$ cat src/rtl/core/osa_pkg.sv
// osa_pkg: shared types, sizes and codes for the owned slot allocator
// no dependencies; used by every file in rtl/core
package osa_pkg;

    localparam int POOL_SIZE   = 16;
    localparam int SLOT_W      = 4;
    localparam int ID_W        = 7;
    localparam int CNT_W       = 5;
    localparam int QUEUE_DEPTH = 2;

    localparam logic [CNT_W-1:0] LIMIT_RESET = CNT_W'(POOL_SIZE);

    localparam logic [1:0] ST_OK        = 2'd0;
    localparam logic [1:0] ST_NO_FREE   = 2'd1;
    localparam logic [1:0] ST_RANGE     = 2'd2;
    localparam logic [1:0] ST_NOT_OWNER = 2'd3;

    localparam logic REQ_ALLOC   = 1'b0;
    localparam logic REQ_RELEASE = 1'b1;

    localparam logic [1:0] OP_ALLOC   = 2'd0;
    localparam logic [1:0] OP_RELEASE = 2'd1;
    localparam logic [1:0] OP_RANGE   = 2'd2;

    typedef struct packed {
        logic              req_type;
        logic [ID_W-1:0]   requester_id;
        logic [SLOT_W-1:0] slot_index;
    } req_t;

    typedef struct packed {
        logic [SLOT_W-1:0] granted_slot;
        logic [1:0]        status;
        logic [CNT_W-1:0]  free_slots;
    } rsp_t;

    typedef struct packed {
        logic [1:0]        op;
        logic [ID_W-1:0]   requester_id;
        logic [SLOT_W-1:0] slot_index;
    } cmd_t;

endpackage

$ cat src/rtl/core/osa_front.sv
// osa_front: accepts request beats and classifies them into commands
// depends on osa_pkg
module osa_front (
    input  logic                          req_valid,
    output logic                          req_ready,
    input  osa_pkg::req_t                 req,
    input  logic [osa_pkg::CNT_W-1:0]     limit,
    input  logic                          back_busy,
    output logic                          push_valid,
    input  logic                          push_ready,
    output osa_pkg::cmd_t                 push_cmd
);

    assign req_ready  = push_ready && !back_busy;
    assign push_valid = req_valid && !back_busy;

    always_comb
    begin
        push_cmd.requester_id = req.requester_id;
        push_cmd.slot_index   = req.slot_index;
        if (req.req_type == osa_pkg::REQ_ALLOC)
        begin
            push_cmd.op = osa_pkg::OP_ALLOC;
        end
        else if ({1'b0, req.slot_index} >= limit)
        begin
            push_cmd.op = osa_pkg::OP_RANGE;
        end
        else
        begin
            push_cmd.op = osa_pkg::OP_RELEASE;
        end
    end

endmodule

$ cat src/rtl/core/osa_queue.sv
// osa_queue: small command queue between the front and back parts
// depends on osa_pkg
module osa_queue #(
    parameter int DEPTH = osa_pkg::QUEUE_DEPTH
) (
    input  logic          clk,
    input  logic          rst_n,
    input  logic          push_valid,
    output logic          push_ready,
    input  osa_pkg::cmd_t push_cmd,
    output logic          pop_valid,
    input  logic          pop_ready,
    output osa_pkg::cmd_t pop_cmd
);

    localparam int PTR_W = (DEPTH > 1) ? $clog2(DEPTH) : 1;
    localparam int CNT_W = $clog2(DEPTH + 1);

    osa_pkg::cmd_t    entry_reg [DEPTH];
    logic [PTR_W-1:0] wr_ptr_reg, wr_ptr_next;
    logic [PTR_W-1:0] rd_ptr_reg, rd_ptr_next;
    logic [CNT_W-1:0] count_reg, count_next;
    logic             do_push, do_pop;

    assign push_ready = (count_reg != CNT_W'(DEPTH));
    assign pop_valid  = (count_reg != '0);
    assign pop_cmd    = entry_reg[rd_ptr_reg];
    assign do_push    = push_valid && push_ready;
    assign do_pop     = pop_valid && pop_ready;

    always_comb
    begin
        wr_ptr_next = wr_ptr_reg;
        rd_ptr_next = rd_ptr_reg;
        count_next  = count_reg;
        if (do_push)
        begin
            wr_ptr_next = (wr_ptr_reg == PTR_W'(DEPTH - 1)) ? '0 : wr_ptr_reg + 1'b1;
        end
        if (do_pop)
        begin
            rd_ptr_next = (rd_ptr_reg == PTR_W'(DEPTH - 1)) ? '0 : rd_ptr_reg + 1'b1;
        end
        if (do_push && !do_pop)
        begin
            count_next = count_reg + 1'b1;
        end
        else if (do_pop && !do_push)
        begin
            count_next = count_reg - 1'b1;
        end
    end

    always_ff @(posedge clk or negedge rst_n)
    begin
        if (!rst_n)
        begin
            wr_ptr_reg <= '0;
            rd_ptr_reg <= '0;
            count_reg  <= '0;
        end
        else
        begin
            wr_ptr_reg <= wr_ptr_next;
            rd_ptr_reg <= rd_ptr_next;
            count_reg  <= count_next;
        end
    end

    always_ff @(posedge clk)
    begin
        if (do_push)
        begin
            entry_reg[wr_ptr_reg] <= push_cmd;
        end
    end

endmodule

$ cat src/rtl/core/osa_back.sv
// osa_back: slot state, owner table, limit register and response register
// depends on osa_pkg
module osa_back (
    input  logic                          clk,
    input  logic                          rst_n,
    input  logic                          cfg_wr_en,
    input  logic [osa_pkg::CNT_W-1:0]     cfg_wr_data,
    input  logic                          pop_valid,
    output logic                          pop_ready,
    input  osa_pkg::cmd_t                 pop_cmd,
    output logic [osa_pkg::CNT_W-1:0]     limit,
    output logic                          back_busy,
    output logic                          rsp_valid,
    input  logic                          rsp_ready,
    output osa_pkg::rsp_t                 rsp
);

    localparam int N  = osa_pkg::POOL_SIZE;
    localparam int SW = osa_pkg::SLOT_W;
    localparam int CW = osa_pkg::CNT_W;

    logic [N-1:0]               busy_reg, busy_next;
    logic [osa_pkg::ID_W-1:0]   owner_reg [N];
    logic [CW-1:0]              limit_reg, limit_next;
    logic [CW-1:0]              free_reg, free_next;
    logic                       sweep_reg, sweep_next;
    logic [SW-1:0]              sweep_idx_reg, sweep_idx_next;
    logic                       rsp_valid_reg, rsp_valid_next;
    osa_pkg::rsp_t              rsp_reg, rsp_next;

    logic [N-1:0]  limit_mask;
    logic [N-1:0]  avail;
    logic          found;
    logic [SW-1:0] alloc_idx;
    logic          do_pop;
    logic          owner_wr;
    logic [CW-1:0] cfg_clamped;

    assign limit     = limit_reg;
    assign back_busy = sweep_reg;
    assign rsp_valid = rsp_valid_reg;
    assign rsp       = rsp_reg;
    assign pop_ready = !sweep_reg && (!rsp_valid_reg || rsp_ready);
    assign do_pop    = pop_valid && pop_ready;

    always_comb
    begin
        for (int i = 0; i < N; i++)
        begin
            limit_mask[i] = (CW'(i) < limit_reg);
        end
        avail     = ~busy_reg & limit_mask;
        found     = |avail;
        alloc_idx = '0;
        for (int i = N - 1; i >= 0; i--)
        begin
            if (avail[i])
            begin
                alloc_idx = SW'(i);
            end
        end
    end

    always_comb
    begin
        if (cfg_wr_data == '0)
        begin
            cfg_clamped = CW'(1);
        end
        else if (cfg_wr_data > CW'(N))
        begin
            cfg_clamped = CW'(N);
        end
        else
        begin
            cfg_clamped = cfg_wr_data;
        end
    end

    always_comb
    begin
        busy_next      = busy_reg;
        limit_next     = limit_reg;
        free_next      = free_reg;
        sweep_next     = sweep_reg;
        sweep_idx_next = sweep_idx_reg;
        rsp_valid_next = rsp_valid_reg;
        rsp_next       = rsp_reg;
        owner_wr       = 1'b0;

        if (rsp_valid_reg && rsp_ready)
        begin
            rsp_valid_next = 1'b0;
        end

        // recount free slots below the new limit, one slot a cycle
        if (sweep_reg)
        begin
            if (limit_mask[sweep_idx_reg] && !busy_reg[sweep_idx_reg])
            begin
                free_next = free_reg + 1'b1;
            end
            if (sweep_idx_reg == SW'(N - 1))
            begin
                sweep_next = 1'b0;
            end
            sweep_idx_next = sweep_idx_reg + 1'b1;
        end

        if (do_pop)
        begin
            rsp_valid_next        = 1'b1;
            rsp_next.granted_slot = '0;
            rsp_next.status       = osa_pkg::ST_OK;
            case (pop_cmd.op)
                osa_pkg::OP_ALLOC:
                begin
                    if (found)
                    begin
                        busy_next[alloc_idx]  = 1'b1;
                        owner_wr              = 1'b1;
                        rsp_next.granted_slot = alloc_idx;
                        if (free_reg != '0)
                        begin
                            free_next = free_reg - 1'b1;
                        end
                    end
                    else
                    begin
                        rsp_next.status = osa_pkg::ST_NO_FREE;
                    end
                end
                osa_pkg::OP_RELEASE:
                begin
                    if (busy_reg[pop_cmd.slot_index]
                        && owner_reg[pop_cmd.slot_index] == pop_cmd.requester_id)
                    begin
                        busy_next[pop_cmd.slot_index] = 1'b0;
                        free_next = free_reg + 1'b1;
                    end
                    else
                    begin
                        rsp_next.status = osa_pkg::ST_NOT_OWNER;
                    end
                end
                default:
                begin
                    rsp_next.status = osa_pkg::ST_RANGE;
                end
            endcase
            rsp_next.free_slots = free_next;
        end

        if (cfg_wr_en)
        begin
            limit_next     = cfg_clamped;
            free_next      = '0;
            sweep_next     = 1'b1;
            sweep_idx_next = '0;
        end
    end

    always_ff @(posedge clk or negedge rst_n)
    begin
        if (!rst_n)
        begin
            busy_reg      <= '0;
            limit_reg     <= osa_pkg::LIMIT_RESET;
            free_reg      <= osa_pkg::LIMIT_RESET;
            sweep_reg     <= 1'b0;
            sweep_idx_reg <= '0;
            rsp_valid_reg <= 1'b0;
        end
        else
        begin
            busy_reg      <= busy_next;
            limit_reg     <= limit_next;
            free_reg      <= free_next;
            sweep_reg     <= sweep_next;
            sweep_idx_reg <= sweep_idx_next;
            rsp_valid_reg <= rsp_valid_next;
        end
    end

    always_ff @(posedge clk)
    begin
        rsp_reg <= rsp_next;
        if (owner_wr)
        begin
            owner_reg[alloc_idx] <= pop_cmd.requester_id;
        end
    end

endmodule

$ cat src/rtl/core/owned_slot_allocator_top.sv
// a request beat is held in the command queue, then its response beat in the response register
// throughput: one request per cycle while no recount runs and responses are taken, set by the back part
// (first-free priority encode plus owner table read-modify-write)
// a configuration write starts a free-count recount over all 16 slots; requests wait
// reset: all slots free, limit 16, free count 16, queue and response empty
// depends on osa_pkg, osa_front, osa_queue, osa_back
module owned_slot_allocator_top #(
    parameter int QUEUE_DEPTH = osa_pkg::QUEUE_DEPTH
) (
    input  logic                          clk,
    input  logic                          rst_n,
    input  logic                          cfg_wr_en,
    input  logic [osa_pkg::CNT_W-1:0]     cfg_wr_data,
    input  logic                          req_valid,
    output logic                          req_ready,
    input  osa_pkg::req_t                 req,
    output logic                          rsp_valid,
    input  logic                          rsp_ready,
    output osa_pkg::rsp_t                 rsp
);

    logic                      push_valid, push_ready;
    osa_pkg::cmd_t             push_cmd;
    logic                      pop_valid, pop_ready;
    osa_pkg::cmd_t             pop_cmd;
    logic [osa_pkg::CNT_W-1:0] limit;
    logic                      back_busy;

    osa_front u_front (
        .req_valid  (req_valid),
        .req_ready  (req_ready),
        .req        (req),
        .limit      (limit),
        .back_busy  (back_busy),
        .push_valid (push_valid),
        .push_ready (push_ready),
        .push_cmd   (push_cmd)
    );

    osa_queue #(
        .DEPTH (QUEUE_DEPTH)
    ) u_queue (
        .clk        (clk),
        .rst_n      (rst_n),
        .push_valid (push_valid),
        .push_ready (push_ready),
        .push_cmd   (push_cmd),
        .pop_valid  (pop_valid),
        .pop_ready  (pop_ready),
        .pop_cmd    (pop_cmd)
    );

    osa_back u_back (
        .clk         (clk),
        .rst_n       (rst_n),
        .cfg_wr_en   (cfg_wr_en),
        .cfg_wr_data (cfg_wr_data),
        .pop_valid   (pop_valid),
        .pop_ready   (pop_ready),
        .pop_cmd     (pop_cmd),
        .limit       (limit),
        .back_busy   (back_busy),
        .rsp_valid   (rsp_valid),
        .rsp_ready   (rsp_ready),
        .rsp         (rsp)
    );

endmodule

$ cat config.mk
export PLATFORM = sky130hd
export DESIGN_NAME = owned_slot_allocator_top
export DESIGN_NICKNAME = d
export VERILOG_FILES = /design/src/rtl/core/osa_pkg.sv /design/src/rtl/core/osa_front.sv /design/src/rtl/core/osa_queue.sv /design/src/rtl/core/osa_back.sv /design/src/rtl/core/owned_slot_allocator_top.sv
export SDC_FILE = /design/constraint.sdc
export NUM_CORES = 1
export LEC_CHECK = 0
export ABC_AREA = 1
export ABC_CLOCK_PERIOD_IN_PS = 6700
export BUFFER_PORTS_ARGS = -buffer_cell sky130_fd_sc_hd__buf_2
export CORE_MARGIN = 8
export CORE_UTILIZATION = 65
export CTS_CLUSTER_DIAMETER = 30
export DETAILED_ROUTE_END_ITERATION = 7
export PLACE_DENSITY = 0.91
export SYNTH_ARGS = -nofsm -noshare
export SYNTH_HDL_FRONTEND = slang
export SYNTH_SLANG_ARGS = --single-unit
export TNS_END_PERCENT = 1
$ cat constraint.sdc
create_clock -name clk -period 6.7 [get_ports clk]
set_input_delay 1.34 -clock clk [delete_from_list [all_inputs] [get_ports clk]]
set_output_delay 1.34 -clock clk [all_outputs]
set_load 0.02 [all_outputs]
Word-level counts from Yosys, hierarchy flattened
Memories as Yosys holds them, arrays and structs flattened.
Index checks and enable logic that the tools add are counted.
{"block": "word_totals", "memories": 2, "elab_cells": 146, "regBits": 47, "ram_bits": 138}
{"block": "classes", "n_lt_le_gt_ge": 23, "n_mux": 62, "n_addsub": 7, "n_bitwise": 5, "eq_ne": 6, "n_reduce_logical": 29}
{"memory": "u_back.owner_reg", "depth": 16, "width": 7, "read_ports": 1, "rd_clocked_by_memory_dff": 0, "write_ports": 1, "line_no": "osa_back.sv:23", "text": "logic [osa_pkg::ID_W-1:0] owner_reg [N];"}
{"memory": "u_queue.entry_reg", "depth": 2, "width": 13, "read_ports": 1, "rd_clocked_by_memory_dff": 0, "write_ports": 1, "line_no": "osa_queue.sv:19", "text": "osa_pkg::cmd_t entry_reg [DEPTH];"}
{"cell": "two-way mux 4 bit", "count": 18}
{"cell": "two-way mux 5 bit", "count": 9}
{"cell": "less-than comparator 4 x 5 -> 1 bit (first input constant)", "count": 8}
{"cell": "AND 16 bit", "count": 2}
{"cell": "two-way mux 16 bit", "count": 2}
{"cell": "inverter 16 bit", "count": 2}
{"cell": "one-hot mux 16 bit (2 select lines)", "count": 1}
{"cell": "less-than comparator 3 x 5 -> 1 bit (first input constant)", "count": 4}
{"cell": "two-way mux 1 bit", "count": 20}
{"cell": "OR 16 bit", "count": 1}
{"cell": "OR reduction 16 bit", "count": 1}
{"cell": "less-than comparator 4 x 5 -> 1 bit (second input constant)", "count": 3}
{"cell": "binary-select mux 1 bit (select 4 bit)", "count": 3}
{"cell": "logical AND 1 bit", "count": 12}
{"cell": "less-than comparator 1 x 5 -> 1 bit (first input constant)", "count": 2}
{"cell": "less-than comparator 2 x 5 -> 1 bit (first input constant)", "count": 2}
{"cell": "two-way mux 2 bit", "count": 5}
{"cell": "one-hot mux 5 bit (2 select lines)", "count": 1}
{"cell": "nonzero test 2 bit", "count": 5}
{"cell": "demux 1 bit (select 4 bit)", "count": 2}
{"cell": "greater-or-equal comparator 4 x 1 -> 1 bit (second input constant)", "count": 2}
{"cell": "== test 7 bit", "count": 1}
{"cell": "adder 5 x 1 -> 5 bit (second input constant)", "count": 1}
{"cell": "greater-or-equal comparator 4 x 5 -> 1 bit", "count": 1}
{"cell": "18 further kinds", "count": 24}

Depth between registers and ports, before layout
Gate-level depths: netlist of run 1.
{"block": "depth", "ltp_word": 25, "depth_mapped": 23}

Modules after synthesis
From an unflattened synthesis of run 1, not the netlist that was laid out.
{"block": "hier_totals", "cells_unflattened": 1050, "area_unflattened_um2": 9265.1}
{"module": "osa_back", "area_per_inst_um2": 7855.0, "cells_per_inst": 915, "instances": 1}
{"module": "osa_queue", "area_per_inst_um2": 1166.1, "cells_per_inst": 96, "instances": 1}
{"module": "osa_front", "area_per_inst_um2": 244.0, "cells_per_inst": 39, "instances": 1}

Worst setup path after synthesis of run 1
Ideal clock, no wire load.
{"block": "synth_path", "path_type": "input port to flip-flop", "from": "input rsp_ready", "to": "memory u_back.owner_reg[11][0] in the netlist's numbering, enable pin", "arrival_time_ps": 2808, "required_ps": 6419, "path_stages": 7, "setup_ps": 281, "setup_slack_ps": 3610, "path_buffers": 1, "cell_sequence": "nor2_1 inv_1 nand2_1 clkinv_1 nand2_1 clkbuf_1 nor2_1"}
{"block": "synth_between", "elab_chain_cells": 6}
{"element": "start: declaration", "line_no": "owned_slot_allocator_top.sv:18", "text": "input logic rsp_ready,"}
{"element": "logical OR 1 bit", "line_no": "osa_back.sv:43", "text": "assign pop_ready = !sweep_reg && (!rsp_valid_reg || rsp_ready);"}
{"element": "logical AND 1 bit", "line_no": "osa_back.sv:43"}
{"element": "logical AND 1 bit", "line_no": "osa_back.sv:44", "text": "assign do_pop = pop_valid && pop_ready;"}
{"element": "via u_back.do_pop", "line_no": "osa_back.sv:35", "text": "logic do_pop;"}
{"element": "two-way mux 1 bit", "line_no": "osa_back.sv:110", "text": "if (do_pop)"}
{"element": "two-way mux 1 bit", "line_no": "osa_back.sv:188", "text": "if (owner_wr)"}
{"element": "two-way mux 1 bit (not written as such)", "line_no": "osa_back.sv:190", "text": "owner_reg[alloc_idx] <= pop_cmd.requester_id;"}
{"element": "end: declaration", "line_no": "osa_back.sv:23"}
The timed path passes the listed nets, and every way through them passes these cells.

Worst setup path in the final report of run 1
{"block": "layout_path", "from": "register u_queue.rd_ptr_reg", "to": "register u_back.busy_reg[0]"}
{"block": "layout_between", "elab_chain_cells": 9, "word_cells_on_any_way": 21}
{"element": "start: declaration", "line_no": "osa_queue.sv:21", "text": "logic [PTR_W-1:0] rd_ptr_reg, rd_ptr_next;"}
{"element": "start signal: assignment", "line_no": "osa_queue.sv:65", "text": "rd_ptr_reg <= rd_ptr_next;"}
{"element": "memory (2 x 13 bit) *"}
{"element": "less-than comparator 4 x 5 -> 1 bit (not written as such) or greater-or-equal comparator 4 x 1 -> 1 bit (tied branches)", "line_no": "osa_back.sv:138", "text": "busy_next[pop_cmd.slot_index] = 1'b0;"}
{"element": "logical AND 1 bit (not written as such)", "line_no": "osa_back.sv:138"}
{"element": "two-way mux 1 bit (not written as such)", "line_no": "osa_back.sv:138"}
{"element": "demux 1 bit (select 4 bit)"}
{"element": "inverter 16 bit (no line)"}
{"element": "AND 16 bit (no line)"}
{"element": "two-way mux 16 bit", "line_no": "osa_back.sv:135", "text": "if (busy_reg[pop_cmd.slot_index]"}
{"element": "one-hot mux 16 bit (2 select lines)", "line_no": "osa_back.sv:115", "text": "case (pop_cmd.op)"}
{"element": "end signal: assignment", "line_no": "osa_back.sv:176", "text": "busy_reg <= busy_next;"}
{"element": "end: declaration", "line_no": "osa_back.sv:22", "text": "logic [N-1:0] busy_reg, busy_next;"}
Mark *: on every way between the ends. The rest lies on a longest branch, timed or not. The select of a mux whose other input is x is not followed.
A chain may end at the register's enable or synchronous reset.

==> run summary, run 1 <==
Net Count, Synth - 1117
Drt first pass iters - 6
XOR/XNOR share of the synthesized area - 0.00841
Number of synthesized register bits - 185
Mux contribution to synthesized area - 0
Critical path class - register to register
Critical path startpoint category - register
Row count - 44
Clk buf depth - 2
HP Start - u_queue.count_reg[0]$_DFFE_PN0P_
Mapped Area - 9370 um^2
Worst Tran Pin Value - 1130 ps
CP max-delay cell - nor2_1
Vias in the first global route - 7041
RSZ-0062 raised after global routing - no
DRC - 0
Most frequent cells in the layout - nand2_1 (316), inv_1 (155), edfxtp_1 (149)
Critical path cell sequence - inv_2 > nand2_2 > nand2_4 > inv_1 > nor2_1 > nand2_1 > nand3_1 > nand2_1 > nand2_1 > o21ai_0 > nand2_1 > nand2_1 > nor2_2 > nand2_2 > nand2_2 > nand3_4 > inv_1 > o21ai_0 > o21ai_0
Initial core utilization - 0.655
Clock buffer count from CTS - 17
Async SR Flop Fraction - 0.195
Crit end category - register
Int Power - 1.97 mW
Fmax - 227 MHz
Post-Route Setup TNS - 0 ps
Chip width - 136 um
Clock share of power - 0.342
Layout Skew - 9.51 ps
Final Critical Period - 4410 ps
Sw Ratio - 0.306
Layout cells sized above 1 - 0.0875
Sequential Area - 5380 um^2
Largest family of logic cells by synthesized area - simple AND/OR/NAND/NOR gates
Post-layout nets - 1137
R2R Setup Slk - 2290 ps
Initial antenna violation count - 0
Slew HR - 0.244
Clk sinks - 185
Drt total wl - 21600 um
Area of the multi-input gates - 3190 um^2
Pin count of the biggest net entering global routing - 75
Io pins - 35
All-Layer GR Usage - 0.244
Post-CTS Setup Inserts - 0
Post-synth EDFFs - 149
Most common cell after layout, fill and taps aside - nand2_1
Clk_lat worst skew - 440 ps
P_sw - 0.870 mW
Max stage delay on crit path - 730 ps
Die height - 136 um
Power share of the combinational group - 0.194
Synth Area in Simple Gates - 0.234
Synth warnings - 0
Power, Total - 2.84 mW
CP dominant cell by count - nand2_1
DR vias/cell - 5.67
Crit path max fanout - 74
FF-to-FF End - u_back.busy_reg[0]$_DFFE_PN0P_
DP HPWL - 15000 um
Clock-pin slew on the worst setup and hold paths - 70 ps
H-Tree Level Count - 4
Area growth, synth to finish - 8.48%
CP arrival - 4760 ps
Max-Cap Viols - 0
Final Hold Viols - 0
Initial DRC count - 829
Period utilisation layout - 0.658
Req. time, crit path - 7060 ps
Yosys cell types - 37
PortBufs - 34
CTS tree - built
Post-synthesis adder-cell area fraction - 0.0107
Hold EP - u_queue.count_reg[0]$_DFFE_PN0P_
Finished layout cell area - 10200 um^2
# fillers - 1032
Mapped Cells - 1087
Post-synthesis compound-gate area fraction - 0.0872
Hold Crit Depth - 1
Leakage - 4.44 nW
Detailed-route via count - 7393
PwrDens - 279 nW/um^2
CTS resizes - 0
Die Area - 18500 um^2
Reg2Reg Depth - 19
Final Wtd Congestion - 0.979
GRT overflow - 0
First-pass GRT wire length - 34700 um
Area after DPL - 9590 um^2
Outcome - complete, no violations
N_diodes - 0
Ys flop type - edfxtp_1
Seq pwr share - 0.464
CORE AREA - 14300 um^2
Wire per inst - 16.6 um
# hold bufs at CTS - 0
Final ANT Viol Nets - 0
Post-synthesis sequential area ratio - 0.574
Hold Crit Class - register to register
Max FFs per register - 112
Root Driver - clkbuf_16
Avg Inst Size Synth - 8.62 um^2
Worst r2r src - u_queue.rd_ptr_reg$_DFFE_PN0P_
Slew Viols, Final - 0
Setup violations, final - 0
Peak VDD IR - 197 uV
[metrics by stage]
| step | hold slack, ps | worst slack (ps) | cells | util |
|---|---|---|---|---|
| 3_5_place_dp | 466 | 2490 | 1272 | 0.670 |
| 2_1_floorplan | 446 | 3610 | 1087 | - |
| 6_report | 477 | 2290 | 1304 | 0.710 |
| 5_1_grt | 495 | 1910 | 1304 | 0.710 |
| 3_3_place_gp | 464 | 2600 | 1272 | 0.670 |
| 4_1_cts | 477 | 2400 | 1304 | 0.710 |
[routing by layer]
layer / up-vias / track usage / wire length, um
li1: 3558 / - / -
met1: 3410 / 0.299 / 8580
met2: 359 / 0.397 / 10500
met3: 66 / 0.0469 / 1700
met4: 0 / 0.142 / 805
met5: - / 0 / 0
[area by class of cell]
| cell class | count | share of cell area |
|---|---|---|
| multi-input cells | 705 | 0.314 |
| well taps | 184 | 0.0226 |
| repair buffers | 36 | 0.0182 |
| flip-flops and latches | 185 | 0.529 |
| inverters | 162 | 0.0598 |
| clock inverters | 13 | 0.0130 |
| clock buffers | 19 | 0.0436 |
[synth_stat cells (all sizes together) (12+ instances only)]
cell type,n,share of area
nand2,321,0.13
nor3,21,0.011
buf,17,0.013
nand3,50,0.028
or2,12,0.0080
nor2,116,0.048
clkbuf,18,0.0075
inv,159,0.064
dfrtp,34,0.091
o21ai,108,0.059
a21oi,34,0.018
edfxtp,149,0.48
[logic make-up after synthesis]
kind of cell,Yosys count
simple gates,532
buf+inv,197
flops,185
compound gates,156
xor+xnor,9
fa+ha+maj,8
[how the worst max path moves through the flow]
stage / from / endpoint / slack (ps) / cells past startpoint
global placement: u_queue.rd_ptr_reg$_DFFE_PN0P_ / u_back.busy_reg[0]$_DFFE_PN0P_ / 2600 / 19
detailed placement: u_queue.rd_ptr_reg$_DFFE_PN0P_ / u_back.busy_reg[10]$_DFFE_PN0P_ / 2490 / 19
finish: u_queue.rd_ptr_reg$_DFFE_PN0P_ / u_back.busy_reg[0]$_DFFE_PN0P_ / 2290 / 19
global route: u_queue.rd_ptr_reg$_DFFE_PN0P_ / u_back.busy_reg[14]$_DFFE_PN0P_ / 1910 / 19
CTS: u_queue.rd_ptr_reg$_DFFE_PN0P_ / u_back.busy_reg[10]$_DFFE_PN0P_ / 2400 / 19
floorplan: rsp_ready / u_back.owner_reg[11][0]$_DFFE_PP_ / 3610 / 7
[critical path, delay by kind of cell, from the launching register on]
family	cells	cell delay [ps]
and+or+nand+nor	13	2750
buffers and inverters	3	680
DFF	1	570
AOI/OAI and AO/OA	3	300
[power by group through the flow]
stage	registers (mW)	clock network, mW	logic, mW
after detailed placement	1.34	0	0.531
after floorplan	1.33	0	0.409
final	1.32	0.972	0.551
after CTS	1.32	0.968	0.538
after global placement	1.34	0	0.512
after global routing	1.32	1.00	0.613
Note: power is estimated with default switching activity, not from simulation.
==> inputs of run 2 (changes only) <==
Settings changed: ABC_CLOCK_PERIOD_IN_PS 6700 to 4600, CORE_UTILIZATION 65 to 62, PLACE_DENSITY 0.91 to 0.88.
Clock period 6.7 ns to 4.6 ns, I/O delays scaled along.
==> run summary, run 2 (synthesis results as in run 1) <==
Outcome - complete, no violations
Detailed-route via count - 7432
CTS tree - built
FF-to-FF End - u_back.busy_reg[0]$_DFFE_PN0P_
Worst r2r src - u_queue.rd_ptr_reg$_DFFE_PN0P_
Power share of the combinational group - 0.195
Area growth, synth to finish - 9.56%
Die Area - 19300 um^2
Initial antenna violation count - 0
Final Critical Period - 3740 ps
CP arrival - 4090 ps
CP dominant cell by count - nand2_1
N_diodes - 0
Post-CTS Setup Inserts - 0
Drt total wl - 22500 um
Max FFs per register - 112
First-pass GRT wire length - 36500 um
Most frequent cells in the layout - nand2_1 (316), inv_1 (155), edfxtp_1 (149)
Final Hold Viols - 0
Slew HR - 0.300
Final ANT Viol Nets - 0
Vias in the first global route - 7071
Most common cell after layout, fill and taps aside - nand2_1
Clock-pin slew on the worst setup and hold paths - 70 ps
Critical path class - register to register
Clk buf depth - 2
Area after DPL - 9700 um^2
Root Driver - clkbuf_16
Critical path cell sequence - inv_2 > nand2_2 > nand2_4 > inv_1 > nor2_1 > nand2_1 > nand3_1 > nand2_1 > nand2_1 > nor3_1 > nor2_1 > nand2_1 > nor2_2 > nand2_2 > nand2_2 > nand3_4 > inv_1 > o21ai_0 > o21ai_0
RSZ-0062 raised after global routing - no
Hold EP - u_queue.count_reg[0]$_DFFE_PN0P_
Seq pwr share - 0.462
Post-Route Setup TNS - 0 ps
Layout cells sized above 1 - 0.0955
Clk sinks - 185
Hold Crit Class - register to register
Max-Cap Viols - 0
DR vias/cell - 5.63
Period utilisation layout - 0.813
Max stage delay on crit path - 670 ps
Reg2Reg Depth - 19
Fmax - 267 MHz
Leakage - 4.51 nW
Top sig layer - met4
Met3 wire len - 1950 um
DRC - 0
Layout Skew - 12.2 ps
Io pins - 35
PortBufs - 34
Sw Ratio - 0.309
Int Power - 2.86 mW
Worst Tran Pin Value - 1050 ps
HP Start - u_queue.count_reg[0]$_DFFE_PN0P_
GRT overflow - 0
P_sw - 1.28 mW
Met1 wire length - 8920 um
# hold bufs at CTS - 0
All-Layer GR Usage - 0.239
Hold Crit Depth - 1
PwrDens - 404 nW/um^2
Initial core utilization - 0.626
Slew Viols, Final - 0
Crit end category - register
Drt first pass iters - 8
DP HPWL - 15500 um
Row count - 45
Die height - 139 um
CP max-delay cell - nor2_1
CORE AREA - 15000 um^2
Finished layout cell area - 10300 um^2
Pin count of the biggest net entering global routing - 105
Clock buffer count from CTS - 17
Setup violations, final - 0
Peak VDD IR - 258 uV
Crit path max fanout - 27
Post-layout nets - 1149
CTS resizes - 0
Critical path startpoint category - register
Wire per inst - 17.0 um
Clock share of power - 0.343
Clk_lat worst skew - 440 ps
Req. time, crit path - 4960 ps
Final Wtd Congestion - 0.952
Hold slack - 491 ps
H-Tree Level Count - 4
Initial DRC count - 958
Chip width - 139 um
R2R Setup Slk - 860 ps
Met2 WL - 10700 um
[run 2: cell count changes in the layout (fill, tap and decap cells not counted)]
cell | previous run | this run
inv_8 | 1 | 2
clkinv_1 | 3 | 4
inv_6 | 5 | 4
clkinv_8 | 0 | 1
buf_12 | 0 | 1
clkinvlp_4 | 4 | 2
buf_4 | 2 | 13
clkbuf_8 | 1 | 0
[run 2: area by class of cell]
class                           count  area, um^2
Timing Repair Buffer               48         288
Sequential cell                   185        5380
Clock buffer                       18         429
Fill cell                        1152        4710
Clock inverter                     13         140
Tap cell                          188         235
Multi-Input combinational cell    705        3190
Inverter                          162         608
[run 2: worst max path at each step]
stage	slack, ps	cells after the start	start	to
4_1_cts	940	19	u_queue.rd_ptr_reg$_DFFE_PN0P_	u_back.busy_reg[2]$_DFFE_PN0P_
6_report	860	19	u_queue.rd_ptr_reg$_DFFE_PN0P_	u_back.busy_reg[0]$_DFFE_PN0P_
5_1_grt	530	19	u_queue.rd_ptr_reg$_DFFE_PN0P_	u_back.busy_reg[0]$_DFFE_PN0P_
3_3_place_gp	1130	19	u_queue.rd_ptr_reg$_DFFE_PN0P_	u_back.busy_reg[0]$_DFFE_PN0P_
3_5_place_dp	990	19	u_queue.rd_ptr_reg$_DFFE_PN0P_	u_back.busy_reg[0]$_DFFE_PN0P_
2_1_floorplan	1710	10	u_queue.rd_ptr_reg$_DFFE_PN0P_	u_back.owner_reg[14][0]$_DFFE_PP_
[run 2: metal layers]
layer | up-vias | track usage
met2 | 411 | 0.391
met3 | 77 | 0.0520
met1 | 3358 | 0.296
li1 | 3586 | -
met4 | 0 | 0.120
met5 | - | 0
[run 2: metrics by stage]
step                total power, mW  cells  setup slack [ps]   util
floorplan                      2.53   1087              1710      -
global placement               2.71   1288              1130  0.647
detailed placement             2.73   1288               990  0.647
CTS                            4.14   1319               939  0.685
global route                   4.32   1319               526  0.685
finish                         4.15   1319               862  0.685
[run 2: worst max-delay path: cells and delay by family, from the launching register on]
family | cells | cell delay [ps]
AO/OA/AOI/OAI | 2 | 220
buffers and inverters | 3 | 570
flip-flops | 1 | 560
AND/OR/NAND/NOR | 14 | 2280
[run 2: power by group through the flow]
stage	Sequential [mW]	Clock (mW)	Combinational (mW)
2_1_floorplan	1.93	0	0.595
5_1_grt	1.92	1.49	0.906
4_1_cts	1.92	1.43	0.790
3_5_place_dp	1.95	0	0.781
6_report	1.92	1.42	0.807
3_3_place_gp	1.95	0	0.764
